$ cat config.mk
export PLATFORM = sky130hd
export DESIGN_NAME = length_prefixed_frame_deframer_flat
export DESIGN_NICKNAME = d
export VERILOG_FILES = /design/src/sv/lpfd_pkg.sv /design/src/sv/lpfd_in_if.sv /design/src/sv/lpfd_out_if.sv /design/src/sv/lpfd_front.sv /design/src/sv/lpfd_queue.sv /design/src/sv/lpfd_back.sv /design/src/sv/length_prefixed_frame_deframer.sv /design/src/flat_wrapper.sv
export SDC_FILE = /design/constraint.sdc
export NUM_CORES = 1
export LEC_CHECK = 0
export ABC_AREA = 1
export BUFFER_PORTS_ARGS = -buffer_cell sky130_fd_sc_hd__buf_2
export CAP_MARGIN = 20
export CORE_MARGIN = 1
export CORE_UTILIZATION = 50
export DETAILED_ROUTE_END_ITERATION = 16
export PLACE_DENSITY = 0.7
export SYNTH_ARGS = -nofsm -noshare
export SYNTH_HDL_FRONTEND = slang
export SYNTH_HIERARCHICAL = 1
export SYNTH_SLANG_ARGS = --single-unit
export TNS_END_PERCENT = 20
$ cat constraint.sdc
create_clock -name clk -period 6.9 [get_ports clk]
set_input_delay 1.38 -clock clk [delete_from_list [all_inputs] [get_ports clk]]
set_output_delay 1.38 -clock clk [all_outputs]
set_load 0.01 [all_outputs]
$ cat src/sv/lpfd_pkg.sv
// Shared types and constants for the length-prefixed frame deframer.
package lpfd_pkg;

  localparam int HDR_BYTES = 8;
  localparam int HDR_CNT_W = 3;
  localparam int HDR_W     = 8 * HDR_BYTES;

  localparam int CFG_IDX_W  = 2;
  localparam int CFG_DATA_W = 32;

  localparam logic [CFG_IDX_W-1:0] CFG_CONTROL_CHANNEL     = 2'd0;
  localparam logic [CFG_IDX_W-1:0] CFG_RESERVED_CHANNEL    = 2'd1;
  localparam logic [CFG_IDX_W-1:0] CFG_CONTROL_FRAME_LIMIT = 2'd2;
  localparam logic [CFG_IDX_W-1:0] CFG_BULK_FRAME_LIMIT    = 2'd3;

  localparam logic [7:0]  RST_CONTROL_CHANNEL     = 8'd0;
  localparam logic [7:0]  RST_RESERVED_CHANNEL    = 8'd255;
  localparam logic [31:0] RST_CONTROL_FRAME_LIMIT = 32'd65536;
  localparam logic [31:0] RST_BULK_FRAME_LIMIT    = 32'd16777216;

  localparam logic [1:0] KIND_HEADER  = 2'd0;
  localparam logic [1:0] KIND_PAYLOAD = 2'd1;
  localparam logic [1:0] KIND_ERROR   = 2'd2;

  localparam logic [1:0] ST_OK          = 2'd0;
  localparam logic [1:0] ST_MALFORMED   = 2'd1;
  localparam logic [1:0] ST_FATAL_LIMIT = 2'd2;
  localparam logic [1:0] ST_TRUNCATED   = 2'd3;

  typedef enum logic [1:0] {
    PH_HEADER  = 2'd0,
    PH_PAYLOAD = 2'd1,
    PH_DROP    = 2'd2
  } phase_t;

  typedef struct packed {
    logic [7:0]  control_channel;
    logic [7:0]  reserved_channel;
    logic [31:0] control_frame_limit;
    logic [31:0] bulk_frame_limit;
  } cfg_t;

  typedef struct packed {
    logic [1:0]       kind;
    logic [1:0]       status;
    logic             with_hdr;
    logic [HDR_W-1:0] hdr;
    logic [7:0]       data;
    logic             last;
  } rec_t;

endpackage

$ cat src/sv/lpfd_in_if.sv
// Input byte stream channel.
interface lpfd_in_if;
  logic       valid;
  logic       ready;
  logic [7:0] data_byte;
  logic       end_of_buffer;

  modport source (output valid, data_byte, end_of_buffer, input ready);
  modport sink (input valid, data_byte, end_of_buffer, output ready);
endinterface

$ cat src/sv/lpfd_out_if.sv
// Result channel: header reports, payload bytes and error reports.
interface lpfd_out_if;
  logic        valid;
  logic        ready;
  logic [1:0]  kind;
  logic [1:0]  status;
  logic [7:0]  frame_channel;
  logic [31:0] payload_length;
  logic [7:0]  flag_bits;
  logic [15:0] reserved_bits;
  logic [7:0]  payload_byte;
  logic        last_of_frame;

  modport source (output valid, kind, status, frame_channel, payload_length, flag_bits,
                  reserved_bits, payload_byte, last_of_frame, input ready);
  modport sink (input valid, kind, status, frame_channel, payload_length, flag_bits,
                reserved_bits, payload_byte, last_of_frame, output ready);
endinterface

$ cat src/sv/lpfd_front.sv
// Front end: header collection, header checks and payload tracking.
module lpfd_front (
  input  logic               clk,
  input  logic               rst_n,
  lpfd_in_if.sink            in_ch,
  input  lpfd_pkg::cfg_t     cfg,
  input  logic               q_full,
  output logic               push,
  output lpfd_pkg::rec_t     push_rec
);

  lpfd_pkg::phase_t                   phase_r, phase_nxt;
  logic [lpfd_pkg::HDR_CNT_W-1:0]     cnt_r, cnt_nxt;
  logic [lpfd_pkg::HDR_W-1:0]         hdr_r, hdr_nxt;
  logic [31:0]                        rem_r, rem_nxt;

  logic                               fire;
  logic                               eob;
  logic                               hdr_done;
  logic [lpfd_pkg::HDR_W-1:0]         shifted;
  logic [7:0]                         chan;
  logic [31:0]                        len;
  logic [31:0]                        limit;
  logic [1:0]                         hdr_st;

  assign in_ch.ready = !q_full;
  assign fire        = in_ch.valid && in_ch.ready;
  assign eob         = in_ch.end_of_buffer;
  assign shifted     = {hdr_r[lpfd_pkg::HDR_W-9:0], in_ch.data_byte};
  assign hdr_done    = (cnt_r == lpfd_pkg::HDR_CNT_W'(lpfd_pkg::HDR_BYTES - 1));
  assign chan        = shifted[31:24];
  assign len         = shifted[63:32];

  always_comb begin
    limit = (chan == cfg.control_channel) ? cfg.control_frame_limit : cfg.bulk_frame_limit;
    if (chan == cfg.reserved_channel) begin
      hdr_st = lpfd_pkg::ST_MALFORMED;
    end else if (len > limit) begin
      hdr_st = lpfd_pkg::ST_FATAL_LIMIT;
    end else begin
      hdr_st = lpfd_pkg::ST_OK;
    end
  end

  always_comb begin
    phase_nxt = phase_r;
    if (fire) begin
      case (phase_r)
        lpfd_pkg::PH_DROP: begin
          if (eob) phase_nxt = lpfd_pkg::PH_HEADER;
        end
        lpfd_pkg::PH_PAYLOAD: begin
          if (rem_r == 32'd1 || eob) phase_nxt = lpfd_pkg::PH_HEADER;
        end
        default: begin
          if (hdr_done) begin
            if (hdr_st != lpfd_pkg::ST_OK) begin
              phase_nxt = eob ? lpfd_pkg::PH_HEADER : lpfd_pkg::PH_DROP;
            end else if (len == 32'd0 || eob) begin
              phase_nxt = lpfd_pkg::PH_HEADER;
            end else begin
              phase_nxt = lpfd_pkg::PH_PAYLOAD;
            end
          end else begin
            phase_nxt = lpfd_pkg::PH_HEADER;
          end
        end
      endcase
    end
  end

  always_comb begin
    push     = 1'b0;
    push_rec = '0;
    cnt_nxt  = cnt_r;
    rem_nxt  = rem_r;
    hdr_nxt  = hdr_r;
    if (fire) begin
      case (phase_r)
        lpfd_pkg::PH_DROP: begin
          cnt_nxt = '0;
        end
        lpfd_pkg::PH_PAYLOAD: begin
          push              = 1'b1;
          rem_nxt           = rem_r - 32'd1;
          push_rec.with_hdr = 1'b1;
          push_rec.hdr      = hdr_r;
          push_rec.data     = in_ch.data_byte;
          push_rec.status   = lpfd_pkg::ST_OK;
          if (rem_r == 32'd1) begin
            push_rec.kind = lpfd_pkg::KIND_PAYLOAD;
            push_rec.last = 1'b1;
            cnt_nxt       = '0;
          end else if (eob) begin
            push_rec.kind   = lpfd_pkg::KIND_ERROR;
            push_rec.status = lpfd_pkg::ST_TRUNCATED;
            push_rec.last   = 1'b1;
            rem_nxt         = '0;
            cnt_nxt         = '0;
          end else begin
            push_rec.kind = lpfd_pkg::KIND_PAYLOAD;
            push_rec.last = 1'b0;
          end
        end
        default: begin
          hdr_nxt = shifted;
          if (!hdr_done) begin
            cnt_nxt = cnt_r + 1'b1;
            if (eob) begin
              cnt_nxt         = '0;
              push            = 1'b1;
              push_rec.kind   = lpfd_pkg::KIND_ERROR;
              push_rec.status = lpfd_pkg::ST_TRUNCATED;
              push_rec.last   = 1'b1;
            end
          end else begin
            cnt_nxt           = '0;
            push              = 1'b1;
            push_rec.with_hdr = 1'b1;
            push_rec.hdr      = shifted;
            push_rec.kind     = lpfd_pkg::KIND_HEADER;
            push_rec.status   = hdr_st;
            push_rec.last     = 1'b1;
            if (hdr_st == lpfd_pkg::ST_OK) begin
              if (len == 32'd0) begin
                rem_nxt = '0;
              end else if (eob) begin
                push_rec.kind   = lpfd_pkg::KIND_ERROR;
                push_rec.status = lpfd_pkg::ST_TRUNCATED;
                rem_nxt         = '0;
              end else begin
                push_rec.last = 1'b0;
                rem_nxt       = len;
              end
            end
          end
        end
      endcase
    end
  end

  always_ff @(posedge clk) begin
    if (!rst_n) begin
      phase_r <= lpfd_pkg::PH_HEADER;
      cnt_r   <= '0;
      rem_r   <= '0;
    end else begin
      phase_r <= phase_nxt;
      cnt_r   <= cnt_nxt;
      rem_r   <= rem_nxt;
    end
  end

  always_ff @(posedge clk) begin
    hdr_r <= hdr_nxt;
  end

endmodule

$ cat src/sv/lpfd_queue.sv
// Small request queue between the front end and the output stage.
module lpfd_queue #(
  parameter int DEPTH = 4
) (
  input  logic           clk,
  input  logic           rst_n,
  input  logic           push,
  input  lpfd_pkg::rec_t push_rec,
  input  logic           pop,
  output lpfd_pkg::rec_t pop_rec,
  output logic           not_empty,
  output logic           full,
  output logic [$clog2(DEPTH+1)-1:0] count
);

  localparam int PTR_W = (DEPTH > 1) ? $clog2(DEPTH) : 1;
  localparam int CNT_W = $clog2(DEPTH + 1);

  lpfd_pkg::rec_t   mem_r [DEPTH];
  logic [PTR_W-1:0] wr_ptr_r, wr_ptr_nxt;
  logic [PTR_W-1:0] rd_ptr_r, rd_ptr_nxt;
  logic [CNT_W-1:0] cnt_r, cnt_nxt;
  logic             do_push, do_pop;

  assign not_empty = (cnt_r != '0);
  assign full      = (cnt_r == CNT_W'(DEPTH));
  assign count     = cnt_r;
  assign do_push   = push && !full;
  assign do_pop    = pop && not_empty;
  assign pop_rec   = mem_r[rd_ptr_r];

  always_comb begin
    wr_ptr_nxt = wr_ptr_r;
    rd_ptr_nxt = rd_ptr_r;
    cnt_nxt    = cnt_r;
    if (do_push) begin
      wr_ptr_nxt = (wr_ptr_r == PTR_W'(DEPTH - 1)) ? '0 : wr_ptr_r + 1'b1;
    end
    if (do_pop) begin
      rd_ptr_nxt = (rd_ptr_r == PTR_W'(DEPTH - 1)) ? '0 : rd_ptr_r + 1'b1;
    end
    if (do_push && !do_pop) begin
      cnt_nxt = cnt_r + 1'b1;
    end else if (do_pop && !do_push) begin
      cnt_nxt = cnt_r - 1'b1;
    end
  end

  always_ff @(posedge clk) begin
    if (!rst_n) begin
      wr_ptr_r <= '0;
      rd_ptr_r <= '0;
      cnt_r    <= '0;
    end else begin
      wr_ptr_r <= wr_ptr_nxt;
      rd_ptr_r <= rd_ptr_nxt;
      cnt_r    <= cnt_nxt;
    end
  end

  always_ff @(posedge clk) begin
    if (do_push) begin
      mem_r[wr_ptr_r] <= push_rec;
    end
  end

endmodule

$ cat src/sv/lpfd_back.sv
// Output stage: unpacks queued requests into the registered result channel.
module lpfd_back (
  input  logic           clk,
  input  logic           rst_n,
  input  lpfd_pkg::rec_t q_rec,
  input  logic           q_not_empty,
  output logic           pop,
  lpfd_out_if.source     out_ch
);

  logic                        valid_r, valid_nxt;
  logic [1:0]                  kind_r;
  logic [1:0]                  status_r;
  logic [7:0]                  chan_r;
  logic [31:0]                 len_r;
  logic [7:0]                  flags_r;
  logic [15:0]                 rsvd_r;
  logic [7:0]                  byte_r;
  logic                        last_r;
  logic [lpfd_pkg::HDR_W-1:0]  hdr;

  assign pop       = q_not_empty && (!valid_r || out_ch.ready);
  assign valid_nxt = pop || (valid_r && !out_ch.ready);
  assign hdr       = q_rec.with_hdr ? q_rec.hdr : '0;

  always_ff @(posedge clk) begin
    if (!rst_n) begin
      valid_r <= 1'b0;
    end else begin
      valid_r <= valid_nxt;
    end
  end

  always_ff @(posedge clk) begin
    if (pop) begin
      kind_r   <= q_rec.kind;
      status_r <= q_rec.status;
      chan_r   <= hdr[31:24];
      len_r    <= hdr[63:32];
      flags_r  <= hdr[23:16];
      rsvd_r   <= hdr[15:0];
      byte_r   <= q_rec.data;
      last_r   <= q_rec.last;
    end
  end

  assign out_ch.valid          = valid_r;
  assign out_ch.kind           = kind_r;
  assign out_ch.status         = status_r;
  assign out_ch.frame_channel  = chan_r;
  assign out_ch.payload_length = len_r;
  assign out_ch.flag_bits      = flags_r;
  assign out_ch.reserved_bits  = rsvd_r;
  assign out_ch.payload_byte   = byte_r;
  assign out_ch.last_of_frame  = last_r;

endmodule

$ cat src/sv/length_prefixed_frame_deframer.sv
// Top level of the length-prefixed frame deframer.
//
// in_ch carries one stream byte per request with an end-of-buffer mark.
// Each frame starts with an 8-byte big-endian header (length, channel,
// flags, reserved). out_ch returns a header report per header, then one
// request per payload byte, the frame's final request marked last.
// Short headers and short payloads give a truncated error report; a
// malformed or over-limit header makes the block drop bytes up to the end
// of the buffer. cfg_we/cfg_index/cfg_data set channel numbers and limits;
// the user must write them only while the block is idle (unenforced).
// Throughput: one byte per clock, sustained, while out_ch is taken.
// Path: the edge that takes a byte writes its result into the queue, and
// the output register loads it when out_ch is free to take a new result.
// Reset (rst_n low, synchronous) restores register defaults, empties the
// queue and restarts header collection. When out_ch stalls, results pile up
// in a QUEUE_DEPTH-entry queue; in_ch.ready drops while it is full.
module length_prefixed_frame_deframer #(
  parameter int QUEUE_DEPTH = 4
) (
  input  logic                               clk,
  input  logic                               rst_n,
  lpfd_in_if.sink                            in_ch,
  lpfd_out_if.source                         out_ch,
  input  logic                               cfg_we,
  input  logic [lpfd_pkg::CFG_IDX_W-1:0]     cfg_index,
  input  logic [lpfd_pkg::CFG_DATA_W-1:0]    cfg_data
);

  lpfd_pkg::cfg_t cfg_r;
  lpfd_pkg::rec_t push_rec;
  lpfd_pkg::rec_t q_rec;
  logic           push;
  logic           pop;
  logic           q_not_empty;
  logic           q_full;
  logic [$clog2(QUEUE_DEPTH+1)-1:0] q_count;

  always_ff @(posedge clk) begin
    if (!rst_n) begin
      cfg_r.control_channel     <= lpfd_pkg::RST_CONTROL_CHANNEL;
      cfg_r.reserved_channel    <= lpfd_pkg::RST_RESERVED_CHANNEL;
      cfg_r.control_frame_limit <= lpfd_pkg::RST_CONTROL_FRAME_LIMIT;
      cfg_r.bulk_frame_limit    <= lpfd_pkg::RST_BULK_FRAME_LIMIT;
    end else if (cfg_we) begin
      case (cfg_index)
        lpfd_pkg::CFG_CONTROL_CHANNEL:     cfg_r.control_channel     <= cfg_data[7:0];
        lpfd_pkg::CFG_RESERVED_CHANNEL:    cfg_r.reserved_channel    <= cfg_data[7:0];
        lpfd_pkg::CFG_CONTROL_FRAME_LIMIT: cfg_r.control_frame_limit <= cfg_data[31:0];
        lpfd_pkg::CFG_BULK_FRAME_LIMIT:    cfg_r.bulk_frame_limit    <= cfg_data[31:0];
        default: ;
      endcase
    end
  end

  lpfd_front u_front (
    .clk      (clk),
    .rst_n    (rst_n),
    .in_ch    (in_ch),
    .cfg      (cfg_r),
    .q_full   (q_full),
    .push     (push),
    .push_rec (push_rec)
  );

  lpfd_queue #(
    .DEPTH (QUEUE_DEPTH)
  ) u_queue (
    .clk       (clk),
    .rst_n     (rst_n),
    .push      (push),
    .push_rec  (push_rec),
    .pop       (pop),
    .pop_rec   (q_rec),
    .not_empty (q_not_empty),
    .full      (q_full),
    .count     (q_count)
  );

  lpfd_back u_back (
    .clk         (clk),
    .rst_n       (rst_n),
    .q_rec       (q_rec),
    .q_not_empty (q_not_empty),
    .pop         (pop),
    .out_ch      (out_ch)
  );

  a_queue_bound: assert property (@(posedge clk) disable iff (!rst_n)
    q_count <= ($clog2(QUEUE_DEPTH+1))'(QUEUE_DEPTH))
    else $error("queue count above depth");

  a_ready_tracks_queue: assert property (@(posedge clk) disable iff (!rst_n)
    in_ch.ready == (q_count != ($clog2(QUEUE_DEPTH+1))'(QUEUE_DEPTH)))
    else $error("input ready does not follow queue space");

  a_error_is_last: assert property (@(posedge clk) disable iff (!rst_n)
    out_ch.valid && out_ch.kind == lpfd_pkg::KIND_ERROR |->
      out_ch.last_of_frame && out_ch.status == lpfd_pkg::ST_TRUNCATED)
    else $error("error report not marked last or not truncated");

  a_payload_ok: assert property (@(posedge clk) disable iff (!rst_n)
    out_ch.valid && out_ch.kind == lpfd_pkg::KIND_PAYLOAD |->
      out_ch.status == lpfd_pkg::ST_OK)
    else $error("payload byte with non-ok status");

  a_idle_after_reset: assert property (@(posedge clk)
    $past(!rst_n) |-> !out_ch.valid)
    else $error("result valid right after reset");

endmodule
$ cat src/flat_wrapper.sv
// flat-port wrapper written by rule: the top's interface ports become plain ports
module length_prefixed_frame_deframer_flat 
#(
  parameter int QUEUE_DEPTH = 4
)
  (clk, rst_n, cfg_we, cfg_index, cfg_data, in_ch_valid, in_ch_data_byte, in_ch_end_of_buffer, in_ch_ready, out_ch_valid, out_ch_kind, out_ch_status, out_ch_frame_channel, out_ch_payload_length, out_ch_flag_bits, out_ch_reserved_bits, out_ch_payload_byte, out_ch_last_of_frame, out_ch_ready);
  lpfd_in_if in_ch_i ();
  lpfd_out_if out_ch_i ();
  input  logic clk;
  input  logic rst_n;
  input  logic cfg_we;
  input  logic [lpfd_pkg::CFG_IDX_W-1:0] cfg_index;
  input  logic [lpfd_pkg::CFG_DATA_W-1:0] cfg_data;
  input wire logic [$bits(in_ch_i.valid)-1:0] in_ch_valid;
  input wire logic [$bits(in_ch_i.data_byte)-1:0] in_ch_data_byte;
  input wire logic [$bits(in_ch_i.end_of_buffer)-1:0] in_ch_end_of_buffer;
  output wire logic [$bits(in_ch_i.ready)-1:0] in_ch_ready;
  output wire logic [$bits(out_ch_i.valid)-1:0] out_ch_valid;
  output wire logic [$bits(out_ch_i.kind)-1:0] out_ch_kind;
  output wire logic [$bits(out_ch_i.status)-1:0] out_ch_status;
  output wire logic [$bits(out_ch_i.frame_channel)-1:0] out_ch_frame_channel;
  output wire logic [$bits(out_ch_i.payload_length)-1:0] out_ch_payload_length;
  output wire logic [$bits(out_ch_i.flag_bits)-1:0] out_ch_flag_bits;
  output wire logic [$bits(out_ch_i.reserved_bits)-1:0] out_ch_reserved_bits;
  output wire logic [$bits(out_ch_i.payload_byte)-1:0] out_ch_payload_byte;
  output wire logic [$bits(out_ch_i.last_of_frame)-1:0] out_ch_last_of_frame;
  input wire logic [$bits(out_ch_i.ready)-1:0] out_ch_ready;
  assign in_ch_i.valid = in_ch_valid;
  assign in_ch_i.data_byte = in_ch_data_byte;
  assign in_ch_i.end_of_buffer = in_ch_end_of_buffer;
  assign in_ch_ready = in_ch_i.ready;
  assign out_ch_valid = out_ch_i.valid;
  assign out_ch_kind = out_ch_i.kind;
  assign out_ch_status = out_ch_i.status;
  assign out_ch_frame_channel = out_ch_i.frame_channel;
  assign out_ch_payload_length = out_ch_i.payload_length;
  assign out_ch_flag_bits = out_ch_i.flag_bits;
  assign out_ch_reserved_bits = out_ch_i.reserved_bits;
  assign out_ch_payload_byte = out_ch_i.payload_byte;
  assign out_ch_last_of_frame = out_ch_i.last_of_frame;
  assign out_ch_i.ready = out_ch_ready;
  length_prefixed_frame_deframer #(.QUEUE_DEPTH(QUEUE_DEPTH)) u_core (.clk(clk), .rst_n(rst_n), .in_ch(in_ch_i), .out_ch(out_ch_i), .cfg_we(cfg_we), .cfg_index(cfg_index), .cfg_data(cfg_data));
endmodule
==> flow_summary.json <==
{
  "initial_core_util_pct": 50.74,
  "postRouteAntennaNets": 0,
  "hold_viol_final": 0,
  "ys_types": 51,
  "power_density_nw_per_um2": 406.0,
  "synth_area_per_cell_um2": 10.38,
  "required_ns": 7.45,
  "cts_resized": 0,
  "area_delta_synth_final_pct": 11.58,
  "synth_ff_type": "edfxtp_1",
  "antennaDiodeCount": 0,
  "gr-total-overflow": 0,
  "rrSetupSlack_ns": 2.88,
  "remaining_drc_errors": 0,
  "comb_power_share_pct": 28.1,
  "core-area_um2": 50270,
  "syn_inst": 2457,
  "syn-num-nets": 2550,
  "antenna_found_initial": 0,
  "dp_slack_ns": 2.777,
  "critPathMaxFanout": 49,
  "synth-edff-count": 453,
  "switching_share_pct": 34.76,
  "fin_ws_ns": 2.876,
  "track_usage_pct": 22.68,
  "p_clk_share_pct": 28.0,
  "crit_path_end_kind": "register",
  "min-delay-start": "u_core/cfg_r[48]",
  "clockBufferDepth": 3,
  "drt-pass1-iter-count": 5,
  "critPathLaunch": "u_core/u_front/hdr_r[21]",
  "clock_sinks": 580,
  "async_reset_ff_share_pct": 0,
  "holdBufCountCts": 0,
  "worst_slew_pin_slew_ns": 1.101,
  "h-tree-depth": 2,
  "post_cts_buffers": 0,
  "die_h_um": 227.9,
  "drv_slew": 0,
  "gp_congestion": 0.8552,
  "synth_warnings": 6,
  "worst_r2r_startpoint": "u_core/u_front/hdr_r[21]",
  "critPathKind": "register to register",
  "via_per_inst": 5.475,
  "clock.fmax_mhz": 248.5,
  "hpwl_um": 35500,
  "grt_start_max_net_pins": 113,
  "slew_headroom_pct": 26.61,
  "clock_latency_ns": 0.63,
  "drt-wirelength-per-cell_um": 18.33,
  "worstPathArrival_ns": 4.57,
  "synth_most_common_cell": "nor2_1",
  "hp-class": "register to register",
  "peakVddDrop_mv": 0.2992,
  "die_area_um2": 51930,
  "power_switching_w": 0.004017,
  "cp-start-kind": "register",
  "clock-root-buffer": "clkbuf_16",
  "finalSetupViolations": 0,
  "skew_ns": 0.02652,
  "tns_ns": 0,
  "io_buffers": 126,
  "rsz0062_at_grt": "no",
  "numCtsBuffers": 57,
  "fin_nets": 2631,
  "yosys_register_bits": 580,
  "dp_cells": 3148,
  "synth_common_cells": "nor2_1 (498), edfxtp_1 (453), nand2_1 (382), inv_1 (201), dfxtp_1 (127)",
  "status": "finished clean",
  "grt_first_pass_wirelength_um": 93130,
  "power_frac_seq_pct": 43.9,
  "dieWidth_um": 227.9,
  "synth_top_area_share_pct": 53.33,
  "drtIter0Drc": 1610,
  "grt_pass1_vias": 17190,
  "finalCritPeriodShare_pct": 58.32,
  "synth-seq-area-share_pct": 63.29,
  "drive_gt1_share_pct": 11.69,
  "synthTopCellsByArea": "edfxtp_1 (53%), dfxtp_1 (10%), nor2_1 (7.3%), nand2_1 (5.6%), inv_1 (3.0%)",
  "routed_wl_um": 59680,
  "synth_top_cell_by_area": "edfxtp_1",
  "p_leak_nw": 11.60,
  "clkTransAtPathRegs_ns": 0.06,
  "p_int_w": 0.007539,
  "fin_hold_ws_ns": 0.4595,
  "drv_cap": 0,
  "rows": 82,
  "post_layout_nonfiller_instances": 3256,
  "io_pins": 127,
  "synthesis.area_um2": 25510,
  "cts_tree": "done",
  "vias": 17830,
  "period_needed_ns": 4.024
}
## power by group through the flow
stage / registers [W] / logic, W / clock network (W)
2_1_floorplan: 0.00507 / 0.00234 / 0
3_3_place_gp: 0.00513 / 0.00313 / 0
3_5_place_dp: 0.00514 / 0.00322 / 0
4_1_cts: 0.00507 / 0.00324 / 0.00328
5_1_grt: 0.00513 / 0.00361 / 0.00340
6_report: 0.00507 / 0.00325 / 0.00323
## final cells by class
cell class / instances / area [um2]
inverters: 208 / 784.5
flip-flops and latches: 580 / 16150
clock buffers: 66 / 1470
well taps: 672 / 840.8
multi-input cells: 1539 / 7866
repair buffers: 152 / 868.3
clock inverters: 39 / 481.7
fillers: 4261 / 21810
## worst max-delay path: stages (launching register included)
cell	delay [ns]
edfxtp_1	0.51
xor2_1	0.21
nor4_1	0.33
nand2_1	0.10
buf_4	0.32
mux2i_1	0.20
ha_1	0.35
nand4_1	0.13
nor3_2	0.16
and3_1	0.21
nand3b_1	0.20
nand2_2	0.14
nand2_2	0.08
nand2_4	0.47
nand2_4	0.23
nand2_1	0.12
nand2_1	0.06
nor2_1	0.10
## stage by stage
step	total power (W)	utilization, %	area (um2)
final	0.01156	56.62	28460
after global routing	0.01214	56.62	28460
after CTS	0.01159	56.49	28400
after detailed placement	0.008360	52.61	26450
after global placement	0.008257	52.61	26450
after floorplan	0.007406	-	25510
## sequential cells by signal, summed over array words and instances, names as in the netlist, named ones only
register / count
u_core/u_front/rem_r: 32
u_core/u_back/out_ch.kind: 2
u_core/u_front/phase_r: 2
u_core/u_back/out_ch.payload_byte: 8
u_core/cfg_r: 80
u_core/u_back/out_ch.frame_channel: 8
u_core/u_queue/wr_ptr_r: 2
u_core/u_back/out_ch.reserved_bits: 16
u_core/u_back/out_ch.valid: 1
u_core/u_queue/mem_r: 312
u_core/u_back/out_ch.last_of_frame: 1
u_core/u_front/cnt_r: 3
u_core/u_front/hdr_r: 64
u_core/u_queue/count: 3
u_core/u_back/out_ch.flag_bits: 8
u_core/u_queue/rd_ptr_r: 2
u_core/u_back/out_ch.status: 2
u_core/u_back/out_ch.payload_length: 32
## cells in the final DEF (no fill, tap or decap), types with 7 or more instances in the layout
cell	count
nor2_1	492
edfxtp_1	453
nand2_1	381
inv_1	201
buf_2	125
dfxtp_1	125
o21ai_0	104
o21ai_1	87
o22ai_1	78
a22oi_1	65
clkbuf_16	57
a21oi_1	56
nand3_1	49
ha_1	44
mux2i_1	31
xor2_1	25
buf_4	24
nand3b_1	19
nand4_1	17
clkinv_1	14
clkinv_2	12
nor2_2	11
nor2_4	11
xnor2_1	11
bufinv_16	10
nand2_2	10
a21oi_2	10
clkbuf_1	8
nor3_1	7
## kinds of logic (layout without fill, tap and decap cells)
kind of cell,Yosys count,in the layout,synth area share [%]
simple gates,1016,1016,16.47
flops,580,580,63.29
xor+xnor,36,36,1.236
mux,32,32,1.261
fa+ha+maj,45,45,2.237
buf+inv,338,465,6.200
compound gates,410,410,9.304
## routing by layer
layer | track usage, % | vias up | share of wire (%)
met5 | 0 | - | 0
met4 | 6.586 | 0 | 2.3
met3 | 3.238 | 84 | 7.2
met2 | 37.32 | 675 | 47
met1 | 31.36 | 8563 | 43
li1 | - | 8506 | -
## path summary, 6_finish.rpt
kind,to,cells past startpoint
min,u_core/cfg_r[48],2
max reg2reg,u_core/u_front/rem_r[30],17
max,u_core/u_front/rem_r[30],17
min reg2reg,u_core/cfg_r[48],2
No activity file was read; power rests on OpenSTA's default activity.
